### src/rtl/s8fr_pkg.sv
// ----------------------------------------------------------------------------
// s8fr_pkg
// Shared constants for the sum-8 frame receiver: frame layout, status codes,
// register indexes and stream widths.
// ----------------------------------------------------------------------------
package s8fr_pkg;

    localparam int unsigned FRAME_LEN   = 15;
    localparam int unsigned COUNT_SAT   = 16;
    localparam int unsigned PAYLOAD_LEN = 12;
    localparam int unsigned CHECK_IDX   = 13;
    localparam int unsigned COUNT_W     = 5;
    localparam int unsigned PIDX_W      = 4;

    localparam int unsigned BYTE_W      = 8;
    localparam int unsigned WORD_W      = 32;
    localparam int unsigned STATUS_W    = 2;
    // status + three words = 98 bits, padded to whole bytes
    localparam int unsigned OUT_W       = 104;

    localparam int unsigned CFG_ADDR_W  = 1;

    localparam logic [CFG_ADDR_W-1:0] REG_HEAD = 1'd0;
    localparam logic [CFG_ADDR_W-1:0] REG_TAIL = 1'd1;

    localparam logic [BYTE_W-1:0] HEAD_RESET = 8'h5A;
    localparam logic [BYTE_W-1:0] TAIL_RESET = 8'hA5;

    localparam logic [STATUS_W-1:0] ST_OK       = 2'd0;
    localparam logic [STATUS_W-1:0] ST_BAD_LEN  = 2'd1;
    localparam logic [STATUS_W-1:0] ST_BAD_MARK = 2'd2;
    localparam logic [STATUS_W-1:0] ST_BAD_SUM  = 2'd3;

endpackage

### src/rtl/sum8_frame_receiver.sv
// ----------------------------------------------------------------------------
// sum8_frame_receiver
// The result is registered: it appears on m_ in the cycle after the tlast beat.
// Throughput: one byte per cycle unless a result waits with m_tready low; the
// byte counter, checksum and payload store all update in the cycle the beat is
// taken, and the result register frees up in the same cycle it is read.
// Reset (aresetn low, synchronous): counter, sum, flags and output valid clear;
// head/tail registers return to 0x5A/0xA5.
// ----------------------------------------------------------------------------
module sum8_frame_receiver (
    input  logic                                aclk,
    input  logic                                aresetn,

    input  logic                                cfg_wr_en,
    input  logic [s8fr_pkg::CFG_ADDR_W-1:0]     cfg_addr,
    input  logic [s8fr_pkg::BYTE_W-1:0]         cfg_wdata,

    input  logic                                s_tvalid,
    output logic                                s_tready,
    input  logic [s8fr_pkg::BYTE_W-1:0]         s_tdata,   // [7:0] data_byte
    input  logic                                s_tlast,   // chunk_end

    output logic                                m_tvalid,
    input  logic                                m_tready,
    // [1:0] status, [33:2] word_x, [65:34] word_y, [97:66] word_w, rest zero
    output logic [s8fr_pkg::OUT_W-1:0]          m_tdata
);

    localparam int unsigned BW = s8fr_pkg::BYTE_W;
    localparam int unsigned CW = s8fr_pkg::COUNT_W;

    logic [BW-1:0]  head_reg;
    logic [BW-1:0]  tail_reg;

    logic [CW-1:0]  count_reg, count_next;
    logic [BW-1:0]  sum_reg, sum_next;
    logic           head_ok_reg, head_ok_next;
    logic [BW-1:0]  check_reg, check_next;
    logic [BW-1:0]  payload_reg [s8fr_pkg::PAYLOAD_LEN];

    logic                         out_valid_reg;
    logic [s8fr_pkg::OUT_W-1:0]   out_data_reg, out_data_next;

    logic                          s_beat;
    logic                          is_first;
    logic                          is_payload;
    logic [CW-1:0]                 len;
    logic [s8fr_pkg::STATUS_W-1:0] status;
    logic [s8fr_pkg::WORD_W-1:0]   wx, wy, ww;

    assign s_tready = !out_valid_reg || m_tready;
    assign s_beat   = s_tvalid && s_tready;
    assign m_tvalid = out_valid_reg;
    assign m_tdata  = out_data_reg;

    // configuration
    always_ff @(posedge aclk) begin
        if (!aresetn) begin
            head_reg <= s8fr_pkg::HEAD_RESET;
            tail_reg <= s8fr_pkg::TAIL_RESET;
        end else if (cfg_wr_en) begin
            case (cfg_addr)
                s8fr_pkg::REG_HEAD: head_reg <= cfg_wdata;
                s8fr_pkg::REG_TAIL: tail_reg <= cfg_wdata;
                default: ;
            endcase
        end
    end

    assign is_first   = (count_reg == '0);
    assign is_payload = !is_first && (count_reg <= CW'(s8fr_pkg::PAYLOAD_LEN));

    always_comb begin
        sum_next     = sum_reg;
        head_ok_next = head_ok_reg;
        check_next   = check_reg;
        if (is_first) begin
            head_ok_next = (s_tdata == head_reg);
            sum_next     = s_tdata;
        end else if (is_payload) begin
            sum_next = sum_reg + s_tdata;
        end else if (count_reg == CW'(s8fr_pkg::CHECK_IDX)) begin
            check_next = s_tdata;
        end

        // saturating length including this byte
        if (count_reg >= CW'(s8fr_pkg::COUNT_SAT)) begin
            len = CW'(s8fr_pkg::COUNT_SAT);
        end else begin
            len = count_reg + CW'(1);
        end
        count_next = len;

        // sum and check already final when the tail byte is on the input
        if (len != CW'(s8fr_pkg::FRAME_LEN)) begin
            status = s8fr_pkg::ST_BAD_LEN;
        end else if (!head_ok_reg || s_tdata != tail_reg) begin
            status = s8fr_pkg::ST_BAD_MARK;
        end else if (sum_reg != check_reg) begin
            status = s8fr_pkg::ST_BAD_SUM;
        end else begin
            status = s8fr_pkg::ST_OK;
        end

        wx = {payload_reg[3], payload_reg[2], payload_reg[1], payload_reg[0]};
        wy = {payload_reg[7], payload_reg[6], payload_reg[5], payload_reg[4]};
        ww = {payload_reg[11], payload_reg[10], payload_reg[9], payload_reg[8]};
        if (status != s8fr_pkg::ST_OK) begin
            wx = '0;
            wy = '0;
            ww = '0;
        end
        out_data_next = {6'd0, ww, wy, wx, status};

        if (s_tlast) begin
            count_next   = '0;
            sum_next     = '0;
            head_ok_next = 1'b0;
            check_next   = '0;
        end
    end

    always_ff @(posedge aclk) begin
        if (!aresetn) begin
            count_reg   <= '0;
            sum_reg     <= '0;
            head_ok_reg <= 1'b0;
            check_reg   <= '0;
        end else if (s_beat) begin
            count_reg   <= count_next;
            sum_reg     <= sum_next;
            head_ok_reg <= head_ok_next;
            check_reg   <= check_next;
        end
    end

    // payload bytes 1..12 land in entries 0..11
    always_ff @(posedge aclk) begin
        for (int i = 0; i < s8fr_pkg::PAYLOAD_LEN; i++) begin
            if (s_beat && count_reg == CW'(i + 1)) begin
                payload_reg[i] <= s_tdata;
            end
        end
    end

    always_ff @(posedge aclk) begin
        if (!aresetn) begin
            out_valid_reg <= 1'b0;
        end else if (s_beat && s_tlast) begin
            out_valid_reg <= 1'b1;
        end else if (m_tready) begin
            out_valid_reg <= 1'b0;
        end
    end

    always_ff @(posedge aclk) begin
        if (s_beat && s_tlast) begin
            out_data_reg <= out_data_next;
        end
    end

    // ------------------------------------------------------------------------
    a_last_gives_result: assert property (@(posedge aclk) disable iff (!aresetn)
        s_beat && s_tlast |=> out_valid_reg)
        else $error("tlast beat did not produce a result");

    a_count_restarts: assert property (@(posedge aclk) disable iff (!aresetn)
        s_beat && s_tlast |=> count_reg == '0)
        else $error("byte counter not cleared after frame end");

    a_count_bounded: assert property (@(posedge aclk) disable iff (!aresetn)
        count_reg <= CW'(s8fr_pkg::COUNT_SAT))
        else $error("byte counter past saturation");

    a_bad_words_zero: assert property (@(posedge aclk) disable iff (!aresetn)
        out_valid_reg && out_data_reg[s8fr_pkg::STATUS_W-1:0] != s8fr_pkg::ST_OK
        |-> out_data_reg[s8fr_pkg::OUT_W-1:s8fr_pkg::STATUS_W] == '0)
        else $error("payload words not zero on a failed frame");

endmodule
### config.mk
export PLATFORM = sky130hd
export DESIGN_NAME = sum8_frame_receiver
export DESIGN_NICKNAME = d
export VERILOG_FILES = /design/src/rtl/s8fr_pkg.sv /design/src/rtl/sum8_frame_receiver.sv
export SDC_FILE = /design/constraint.sdc
export NUM_CORES = 1
export LEC_CHECK = 0
export BUFFER_PORTS_ARGS = -buffer_cell sky130_fd_sc_hd__buf_2
export CORE_MARGIN = 2
export CORE_UTILIZATION = 38
export DETAILED_ROUTE_END_ITERATION = 8
export SLEW_MARGIN = 20
export SYNTH_ARGS = -nofsm -noshare
export SYNTH_HDL_FRONTEND = slang
export SYNTH_SLANG_ARGS = --single-unit
### constraint.sdc
create_clock -name aclk -period 13.3 [get_ports aclk]
set_input_delay 1.995 -clock aclk [delete_from_list [all_inputs] [get_ports aclk]]
set_output_delay 1.995 -clock aclk [all_outputs]
set_load 0.05 [all_outputs]
; ---- After elaboration in Yosys (flattened, before gate mapping)
; Memories as Yosys holds them, arrays and structs flattened. A register that Yosys moved wholly into a read port is not among the register bits.
; Cells that the tools add are included.
[op_classes]
add_sub_neg = 2
order_cmp = 2
n_eq_ne = 19
mux = 73
bitwise = 1
n_reduce_logical = 42
[ops]
columns = operator, n
row1 = 8-bit two-way mux, 18
row2 = 8-bit OR reduction, 11
row3 = 4-bit two-way mux, 11
row4 = 1-bit two-way mux, 39
row5 = 5-bit by 4-bit equality test with 1-bit output (second input constant), 6
row6 = 5-bit by 3-bit equality test with 1-bit output (second input constant), 4
row7 = 8-bit inequality test, 2
row8 = 1-bit logical AND, 15
row9 = 5-bit by 2-bit equality test with 1-bit output (second input constant), 2
row10 = 5-bit two-way mux, 2
row11 = 8-bit adder, 1
row12 = 8-bit equality test, 1
row13 = 2-bit AND reduction, 4
row14 = 2-bit nonzero test, 4
row15 = 2-bit two-way mux, 3
row16 = 5-bit by 1-bit adder with 5-bit output (second input constant), 1
row17 = 5-bit by 1-bit equality test with 1-bit output (second input constant), 1
row18 = 5-bit greater-or-equal comparator (second input constant), 1
row19 = 5-bit by 4-bit <= comparator with 1-bit output (second input constant), 1
row20 = 5-bit zero test, 1
row21 = 5-bit by 4-bit inequality test with 1-bit output (second input constant), 1
row22 = 2-bit inequality test (second input constant), 2
row23 = 4-bit AND reduction, 1
row24 = 1-bit zero test, 3
row25 = 3 further kinds, 4
[word_totals]
ff_bits = 41
ram_bits = 96
out_inout_bits = 106
wordCells = 148
memories = 1
[memory_table]
columns = memory, depth, word_bits, rd, rd_ports_with_merged_regs, wr, line_no
row1 = payload_reg, 12, 8, 12, 12, 1, sum8_frame_receiver.sv:39  ; logic [BW-1:0] payload_reg [s8fr_pkg::PAYLOAD_LEN];

; ---- Depth between registers and ports, before layout
; Gate-level depths: netlist of run 1.
[depth]
word_depth = 18
mapped_depth = 8
ltp_nobuf = 8

; ---- Least setup slack after synthesis of run 1
; No wires, ideal clock.
[synth_path]
path_type = input port to flip-flop
from = input port s_tlast
to = register out_data_reg (netlist bit m_tdata[0]), enable pin
setup_time_ns = 0.557
arrival_ns = 6.460
t_required_ns = 12.743
path_slack_ns = 6.283
stages = 3
cell_sequence = clkbuf_1 > nand2_1 > nor2_1
[synth_between]
elab_chain_cells = 1
[synth_rtl]
columns = element, line_no
row1 = from (decl), sum8_frame_receiver.sv:21  ; input logic s_tlast,
row2 = 1-bit logical AND, sum8_frame_receiver.sv:157  ; if (s_beat && s_tlast) begin
row3 = to (signal assigned), sum8_frame_receiver.sv:158  ; out_data_reg <= out_data_next;
row4 = to (decl), sum8_frame_receiver.sv:42  ; logic [s8fr_pkg::OUT_W-1:0] out_data_reg, out_data_next;
; No other way between the ends.
; A chain may end at the register's enable or synchronous reset.

; ---- Worst setup path after layout of run 1
[layout_path]
from = input port m_tready
to = output port s_tready
[layout_between]
elab_chain_cells = 1
[layout_rtl]
columns = element, line_no
row1 = from (decl), sum8_frame_receiver.sv:24  ; input logic m_tready,
row2 = 1-bit logical OR, sum8_frame_receiver.sv:51  ; assign s_tready = !out_valid_reg || m_tready;
row3 = to (decl), sum8_frame_receiver.sv:19  ; output logic s_tready,
; No other way between the ends.

==> results_dict.tcl, run 1 <==
set metrics [dict create \
    drt_pass1_iterations 5 \
    cts_resized 0 \
    sequentialPowerShare_pct 53.1 \
    synth_edf_count 194 \
    syn_area_sq_um 8890 \
    clock.fmax_mhz 204 \
    num_io_pins 129 \
    finalSetupViolCount 0 \
    multi_input_area_sq_um 2110 \
    rsz0062_at_grt "false" \
    fin_ws_ns 8.41 \
    pwr-share-comb_pct 6.9 \
    dieArea_sq_um 24600 \
    nNetsFinal 768 \
    syn_inst 607 \
    layout-drive-gt1-share_pct 22.4 \
    startpoint_type "input pin" \
    end_kind "output pin" \
    port_buffers 122 \
    async_reset_ff_share_pct 0 \
    ys_seq_area_share_pct 74.3 \
    synth.avg_cell_area_sq_um 14.7 \
    largest_reg_flops 98 \
    worstSetupPathType "input pin to output pin" \
    clock_latency_ns 0.51 \
    grt_pass1_wl_mm 27.0 \
    timing.rr.start "m_tvalid" \
    r2r_slack_ns 10.94 \
    cts.sinks 233 \
    ctsHoldBuffers 0 \
    cellPowerDensity_nw_per_um2 145 \
    grt_pass1_vias 4934 \
    post_cts_buffers 0 \
    yosysUniqueCellTypes 49 \
    fillers 2012 \
    ir_worst_vdd_uv 75.9 \
    htreeDepth 1 \
    wl_mm 17.7 \
    place_ws_ns 8.39 \
    synth_top_area_cell "edfxtp_1" \
    worstSetupEndpoint "s_tready" \
    cts_made_buffers 24 \
    grt_antenna_before_repair 0 \
    synth.top_cells.by_area "edfxtp_1 66%, dfxtp_1 8.8%, and2_1 7.0%" \
    drt_iter0_drc 333 \
    antenna_left 0 \
    crit_chain "buf_2, nor2b_1, inv_1, buf_2" \
    slowest_stage "nor2b_1" \
    whs_ns 0.470 \
    post_drt_wl_per_cell_um 16.7 \
    yosysWarningCount 0 \
    grt_max_degree 97 \
    path_depth 4 \
    timing.rr.end "m_tdata[10]" \
    maxCapViolCount 0 \
    fin_crit_sh_pct 36.8 \
    power_mw 1.53 \
    p_leak_nw 3.97 \
    path_buf_inv 3 \
    seq_area_sq_um 6610 \
    grt_overflow 0 \
    min_path_type "flip-flop to flip-flop" \
    dp_hpwl_mm 11.4 \
    worst_ep_required_time_ns 11.31 \
    synthFlopType "edfxtp_1" \
    arrival_ns 2.90 \
    ff2ff_path_depth 3 \
    vias 5080 \
    yosysTopAreaCellShare_pct 65.5 \
    final_hold_viol_count 0 \
    cts.clk_slew.worst_paths_ns 0.05 \
    row_count 55 \
    intPower_mw 1.18 \
    synth.most_common_cell "edfxtp_1" \
    gp_congestion 0.829 \
    clockBufferDepth 3 \
    drc 0 \
    slowest_delay_ns 0.32 \
    crit_path_frequent_cell "buf_2" \
    worst-path-max-fanout 7 \
    p_clk_share_pct 40.0 \
    area_growth_pct 18.4 \
    cts_root_buf "clkbuf_16" \
    run_status "completed" \
    path_delay_family "buffers and inverters" \
    fin_tns_setup_ns 0 \
    tritoncts "done" \
    maxSlewHeadroom_pct 30.6 \
    initial_utilization_pct 39.0 \
    die_w_um 157 \
    worstMarginPinSlew_ns 1.04 \
    viasPerCell 4.78 \
    drv_slew 0 \
    coreArea_sq_um 22800 \
    setup.worst_path.start "m_tready" \
    grt_util_all_layers_pct 14.1 \
    p_switching_uw 346 \
    clock_skew_ns 0.0142 \
    layout_min_cycle_time_ns 4.89 \
    ys_seq_elements 233 \
    fin_util_pct 46.2 \
    antenna_cells 0 \
    synth_common_cells "194 x edfxtp_1, 99 x and2_1, 44 x nand2_1" \
    die_h_um 157 \
    switching_share_pct 22.7 \
]
## area by class of cell
type / count / share of cell area (%)
sequential: 233 / 62.7
multi-input combinational: 334 / 20.0
clock buffer: 33 / 6.42
timing repair buffer: 126 / 6.08
tap: 313 / 3.72
inverter: 14 / 0.499
clock inverter: 10 / 0.487
## power by group through the flow
stage / Sequential, mW / Combinational (mW) / Clock [mW]
finish: 0.810 / 0.105 / 0.611
global route: 0.811 / 0.113 / 0.659
CTS: 0.811 / 0.106 / 0.627
detailed placement: 0.826 / 0.106 / 0
global placement: 0.825 / 0.103 / 0
floorplan: 0.861 / 0.0395 / 0
## layout by cell type, fill, tap and decap left out, types with 10 or more instances in the layout
cell type	instances
ha_1	11
clkbuf_16	25
inv_1	14
nand2_1	44
a21oi_1	24
xor2_1	26
dfxtp_1	39
nor2_1	26
edfxtp_1	194
buf_2	122
a22oi_1	10
and2_1	99
nand3_1	14
## logic make-up after synthesis
group / count (synthesis) / share of synthesized area, %
AO/OA/AOI/OAI: 61 / 4.39
XOR/XNOR: 29 / 2.86
flip-flops: 233 / 74.3
buffers and inverters: 45 / 2.62
adder cells (fa/ha/maj): 12 / 1.77
AND/OR/NAND/NOR: 224 / 13.8
multiplexers: 2 / 0.225
other: 1 / 0.0422
## tightest hold or removal path, delay by kind of cell, from the launching register on
family | cells | cell delay, ns
DFF | 1 | 0.32
and+or+nand+nor | 1 | 0.05
AOI/OAI and AO/OA | 1 | 0.05
## through the flow
| step | cells | cell area [sq um] |
|---|---|---|
| after floorplan | 612 | 8910 |
| after global placement | 1020 | 9780 |
| after detailed placement | 1020 | 9790 |
| after CTS | 1063 | 10500 |
| after global routing | 1063 | 10500 |
| final | 1063 | 10500 |
## how the worst min path moves through the flow
stage,from,depth (start not counted),end
2_1_floorplan,head_reg[0],2,head_reg[0]
3_3_place_gp,tail_reg[1],2,tail_reg[1]
3_5_place_dp,head_reg[7],2,head_reg[7]
4_1_cts,tail_reg[4],2,tail_reg[4]
5_1_grt,head_reg[7],2,head_reg[7]
6_report,head_reg[2],2,head_reg[2]
## metal layers
metal	global-route usage [%]	vias up	routed length, um
met3	2.67	26	1240
met5	0	-	0
met2	23.7	182	8400
met1	19.0	2461	7810
li1	-	2411	-
met4	3.63	0	285
No activity file was read; power rests on OpenSTA's default activity.
==> run 2: changes to the inputs <==
Settings changed: ABC_AREA set to 1.
Clock period 13.3 ns to 5.1 ns, I/O delays scaled along.
==> run 2 against run 1 <==
Clock skew is 0.0029 ns lower. Final cell count is 18% higher. Largest cell class unchanged. Flip-flop and latch count unchanged. Synthesized cell count increased by 29%. Highest routed layer unchanged.
==> results_dict.tcl, run 2 <==
set metrics [dict create \
    syn_inst 785 \
    min_path_type "flip-flop to flip-flop" \
    end_kind "flip-flop" \
    drt_iter0_drc 383 \
    finalSetupViolCount 0 \
    ys_seq_area_share_pct 71.7 \
    cellPowerDensity_nw_per_um2 384 \
    nNetsFinal 955 \
    ir_worst_vdd_uv 206 \
    syn_area_sq_um 9210 \
    viasPerCell 4.41 \
    drt_pass1_iterations 4 \
    grt_overflow 0 \
    cts_resized 0 \
    htreeDepth 1 \
    drc 0 \
    fin_tns_setup_ns 0 \
    yosysTopAreaCellShare_pct 63.2 \
    use_met1_pct 19.7 \
    slowest_delay_ns 0.80 \
    worst-path-max-fanout 69 \
    crit_path_frequent_cell "nand2_1" \
    run_status "completed" \
    area_growth_pct 18.6 \
    cts.clk_slew.worst_paths_ns 0.06 \
    worstMarginPinSlew_ns 0.904 \
    async_reset_ff_share_pct 0 \
    clock_latency_ns 0.51 \
    num_io_pins 129 \
    drv_slew 0 \
    grt_max_degree 70 \
    gr-usage-met3_pct 2.99 \
    grt-busiest-layer "met2" \
    worstSetupPathType "input pin to flip-flop" \
    grt_pass1_vias 5346 \
    clockBufferDepth 3 \
    maxSlewHeadroom_pct 39.8 \
    layout_min_cycle_time_ns 2.78 \
    die_h_um 160 \
    maxCapViolCount 0 \
    cts_root_buf "clkbuf_16" \
    gp_congestion 0.822 \
    p_clk_share_pct 41.8 \
    cts_made_buffers 24 \
    power_mw 4.19 \
    synth.top_cells.by_area "edfxtp_1 63%, dfxtp_1 8.5%, inv_1 5.9%" \
    grt_util_all_layers_pct 14.5 \
    sequentialPowerShare_pct 50.7 \
    largest_reg_flops 98 \
    final_cells 1256 \
    arrival_ns 2.97 \
    coreArea_sq_um 23600 \
    layout-drive-gt1-share_pct 22.0 \
    cts.sinks 233 \
    die_w_um 160 \
    clock_skew_ns 0.0112 \
    clock.fmax_mhz 360 \
    synth.avg_cell_area_sq_um 11.7 \
    synth_edf_count 194 \
    switching_share_pct 22.4 \
    initial_utilization_pct 39.0 \
    synth_xor_area_share_pct 1.52 \
    ys_seq_elements 233 \
    vias 5545 \
    use_met2_pct 23.8 \
    slowest_stage "inv_4" \
    post_drt_wl_per_cell_um 14.8 \
    dp.cells 1213 \
    yosysWarningCount 0 \
    final_cell_mix "194 x edfxtp_1, 145 x inv_1, 122 x buf_2" \
    synthMuxAreaShare_pct 0 \
    port_buffers 122 \
    dp_hpwl_mm 12.0 \
    yosysUniqueCellTypes 31 \
    antenna_cells 0 \
    tritoncts "done" \
    p_leak_nw 4.60 \
    synthFlopType "edfxtp_1" \
    worst_ep_required_time_ns 5.30 \
    row_count 56 \
    intPower_mw 3.25 \
    crit_chain "buf_2, inv_1, nand2_1, nand2_1, inv_1, nand2_1, inv_4, buf_4" \
    pwr-share-comb_pct 7.5 \
    wl_mm 18.6 \
    synth_top_area_cell "edfxtp_1" \
    synthAdderAreaFrac_pct 1.71 \
    grt_antenna_before_repair 0 \
    antenna_left 0 \
    synthSimpleGateAreaFrac_pct 14.0 \
    fin_util_pct 46.3 \
    synth_top_family_by_area "simple AND/OR/NAND/NOR gates" \
    grt_pass1_wl_mm 29.4 \
    startpoint_type "input pin" \
    ctsHoldBuffers 0 \
    p_switching_uw 939 \
    post_cts_buffers 0 \
    synth-compound-area-share_pct 3.35 \
    fin_crit_sh_pct 54.4 \
    dieArea_sq_um 25500 \
    synth_common_cells "194 x edfxtp_1, 146 x inv_1, 117 x nor2_1" \
    rsz0062_at_grt "false" \
    synth.most_common_cell "edfxtp_1" \
    final_hold_viol_count 0 \
    final_common_cell "edfxtp_1" \
]
==> run 2: cell families (layout without fill, tap and decap cells) <==
kind of cell / Yosys count / in the layout
DFF: 233 / 233
and+or+nand+nor: 292 / 292
adders and majority gates: 12 / 12
AOI/OAI and AO/OA: 59 / 59
buffers and inverters: 172 / 319
other: 1 / 6
xor gates and xnor gates: 16 / 16
==> run 2: cell type report <==
cell class                      count  area (sq um)
Clock inverter                      4          93.8
Inverter                          149           562
Clock buffer                       39           698
Timing Repair Buffer              127           648
Tap cell                          319           399
Sequential cell                   233          6610
Multi-Input combinational cell    385          1920
Fill cell                        2197         12700
==> run 2: worst paths after layout <==
kind	from	endpoint	slack (ns)	cells after the start
worst max-delay path	m_tready	m_tdata[52]	2.32	8
worst min-delay path	head_reg[7]	head_reg[7]	0.47	2
worst max register to register	m_tvalid	m_tdata[52]	2.35	6
worst min register to register	head_reg[7]	head_reg[7]	0.47	2
==> run 2: power by group through the flow <==
| stage | Clock [mW] | Sequential, mW | Combinational [mW] |
|---|---|---|---|
| 2_1_floorplan | 0 | 2.26 | 0.126 |
| 3_5_place_dp | 0 | 2.17 | 0.316 |
| 6_report | 1.75 | 2.12 | 0.314 |
| 3_3_place_gp | 0 | 2.17 | 0.313 |
| 4_1_cts | 1.79 | 2.13 | 0.317 |
| 5_1_grt | 1.87 | 2.13 | 0.343 |
==> run 2: per-layer routing <==
metal / wire length, um / share of wire [%]
met2: 8830 / 47
met4: 337 / 1.8
met3: 1020 / 5.5
met1: 8450 / 45
met5: 0 / 0
==> run 2: metrics by stage <==
stage	area [sq um]	hold slack, ns	setup slack [ns]
floorplan	9230	0.443	0.939
global placement	10100	0.458	1.78
detailed placement	10100	0.470	1.78
CTS	10900	0.466	2.31
global route	10900	0.472	2.13
finish	10900	0.473	2.32
==> run 2: critical path, delay by kind of cell <==
family / cells / cell delay [ns]
buffers and inverters: 5 / 1.47
and+or+nand+nor: 3 / 0.72
==> run 3: changes to the inputs <==
Settings changed: ABC_AREA 1 to 0.
Clock period 5.1 ns to 2.8 ns, I/O delays scaled along.
==> run 3 against run 2 <==
Flip-flop and latch count stayed put. Non-clock buffer count is 14 higher. Final cell count is 14% lower. Total power is 78% higher. Wire length is 1.4% lower. Critical path type is now flip-flop to output pin. Largest power group unchanged. Highest routed layer unchanged.
==> results_dict.tcl, run 3 (synthesis gave the netlist of run 1 again) <==
set metrics [dict create \
    fillers 1972 \
    startpoint_type "flip-flop" \
    rsz0062_at_grt "false" \
    gp_congestion 0.844 \
    die_h_um 157 \
    grt_util_all_layers_pct 15.1 \
    cellPowerDensity_nw_per_um2 699 \
    slowest_stage "nor2b_1" \
    num_io_pins 129 \
    drt_pass1_iterations 4 \
    clock.fmax_mhz 451 \
    cts.sinks 233 \
    cts.clk_slew.worst_paths_ns 0.06 \
    drc 0 \
    finalSetupViolCount 0 \
    final_hold_viol_count 0 \
    cts_resized 0 \
    end_kind "output pin" \
    final_cells 1077 \
    run_status "completed" \
    crit_chain "nor2b_1, inv_1, buf_4, buf_2" \
    fin_crit_sh_pct 79.1 \
    clockBufferDepth 3 \
    dp_hpwl_mm 12.2 \
    dp.cells 1035 \
    viasPerCell 4.75 \
    port_buffers 122 \
    post_drt_wl_per_cell_um 17.1 \
    worstSetupPathType "flip-flop to output pin" \
    initial_utilization_pct 39.0 \
    place_ws_ns 0.432 \
    final_common_cell "edfxtp_1" \
    worst_ep_required_time_ns 2.38 \
    dieArea_sq_um 24600 \
    die_w_um 157 \
    wl_mm 18.4 \
    nNetsFinal 782 \
    worstMarginPinSlew_ns 1.05 \
    slowest_delay_ns 0.45 \
    antenna_left 0 \
    clock_latency_ns 0.50 \
    cts_root_buf "clkbuf_16" \
    row_count 55 \
    arrival_ns 1.80 \
    fin_tns_setup_ns 0 \
    grt_max_degree 100 \
    final_cell_mix "194 x edfxtp_1, 122 x buf_2, 99 x and2_1" \
    grt_pass1_vias 5185 \
    largest_reg_flops 98 \
    cts_made_buffers 23 \
    ir_worst_vdd_uv 372 \
    vias 5119 \
    coreArea_sq_um 22800 \
    area_growth_pct 20.3 \
    dpl_cell_area_sq_um 9920 \
    grt_overflow 0 \
    post_cts_buffers 0 \
    p_leak_nw 4.05 \
    grt_antenna_before_repair 0 \
    clock_skew_ns 0.00717 \
    grt_pass1_wl_mm 28.8 \
    maxCapViolCount 0 \
    worst-path-max-fanout 6 \
    design_area_sq_um 10700 \
    drt_iter0_drc 271 \
    htreeDepth 1 \
    ctsHoldBuffers 0 \
    fin_ws_ns 0.584 \
    layout-drive-gt1-share_pct 23.9 \
    tritoncts "done" \
    drv_slew 0 \
    layout_min_cycle_time_ns 2.22 \
    min_path_type "input pin to flip-flop" \
    maxSlewHeadroom_pct 30.2 \
]
run 3: area by class of cell:
| class | count | area [sq um] | share of cell area [%] |
|---|---|---|---|
| diodes | 1 | 2.50 | 0.0234 |
| clock buffers | 27 | 591 | 5.52 |
| clock inverters | 14 | 178 | 1.66 |
| inverters | 14 | 52.6 | 0.491 |
| multi-input cells | 334 | 2100 | 19.6 |
| flip-flops and latches | 233 | 6610 | 61.7 |
| well taps | 313 | 392 | 3.66 |
| repair buffers | 141 | 778 | 7.27 |
run 3: worst max-delay path: cells and delay by family (launching register included):
kind	cells	cell delay (ns)
buffers and inverters	3	0.51
and+or+nand+nor	1	0.45
DFF	1	0.34
run 3: per-layer routing:
metal	up-vias	GRT usage (%)	share of wire, %
met5	-	0	0
met4	0	4.19	2.1
met3	37	2.40	5.7
met2	178	25.4	47
met1	2456	20.2	45
li1	2448	-	-
run 3: power by group:
part | switching, mW | internal [mW] | total [mW]
Clock | 1.23 | 1.88 | 3.11
Sequential | 0.0325 | 3.82 | 3.85
Combinational | 0.393 | 0.122 | 0.515
Total | 1.66 | 5.82 | 7.48
run 3: worst paths after layout:
path                       to  cells past startpoint    startpoint  slack [ns]
setup / recovery     s_tready                      4      m_tvalid        0.58
hold / removal    tail_reg[7]                      3  cfg_wdata[7]        0.16
setup reg to reg   sum_reg[3]                      6  count_reg[0]        0.64
hold reg to reg   tail_reg[1]                      2   tail_reg[1]        0.47
run 3: through the flow:
stage	hold WS, ns	power [mW]	util (%)
floorplan	0.448	4.27	-
global placement	0.457	4.43	43.5
detailed placement	0.462	4.44	43.5
CTS	0.148	7.55	46.9
global route	0.169	7.73	47.0
finish	0.158	7.48	47.0
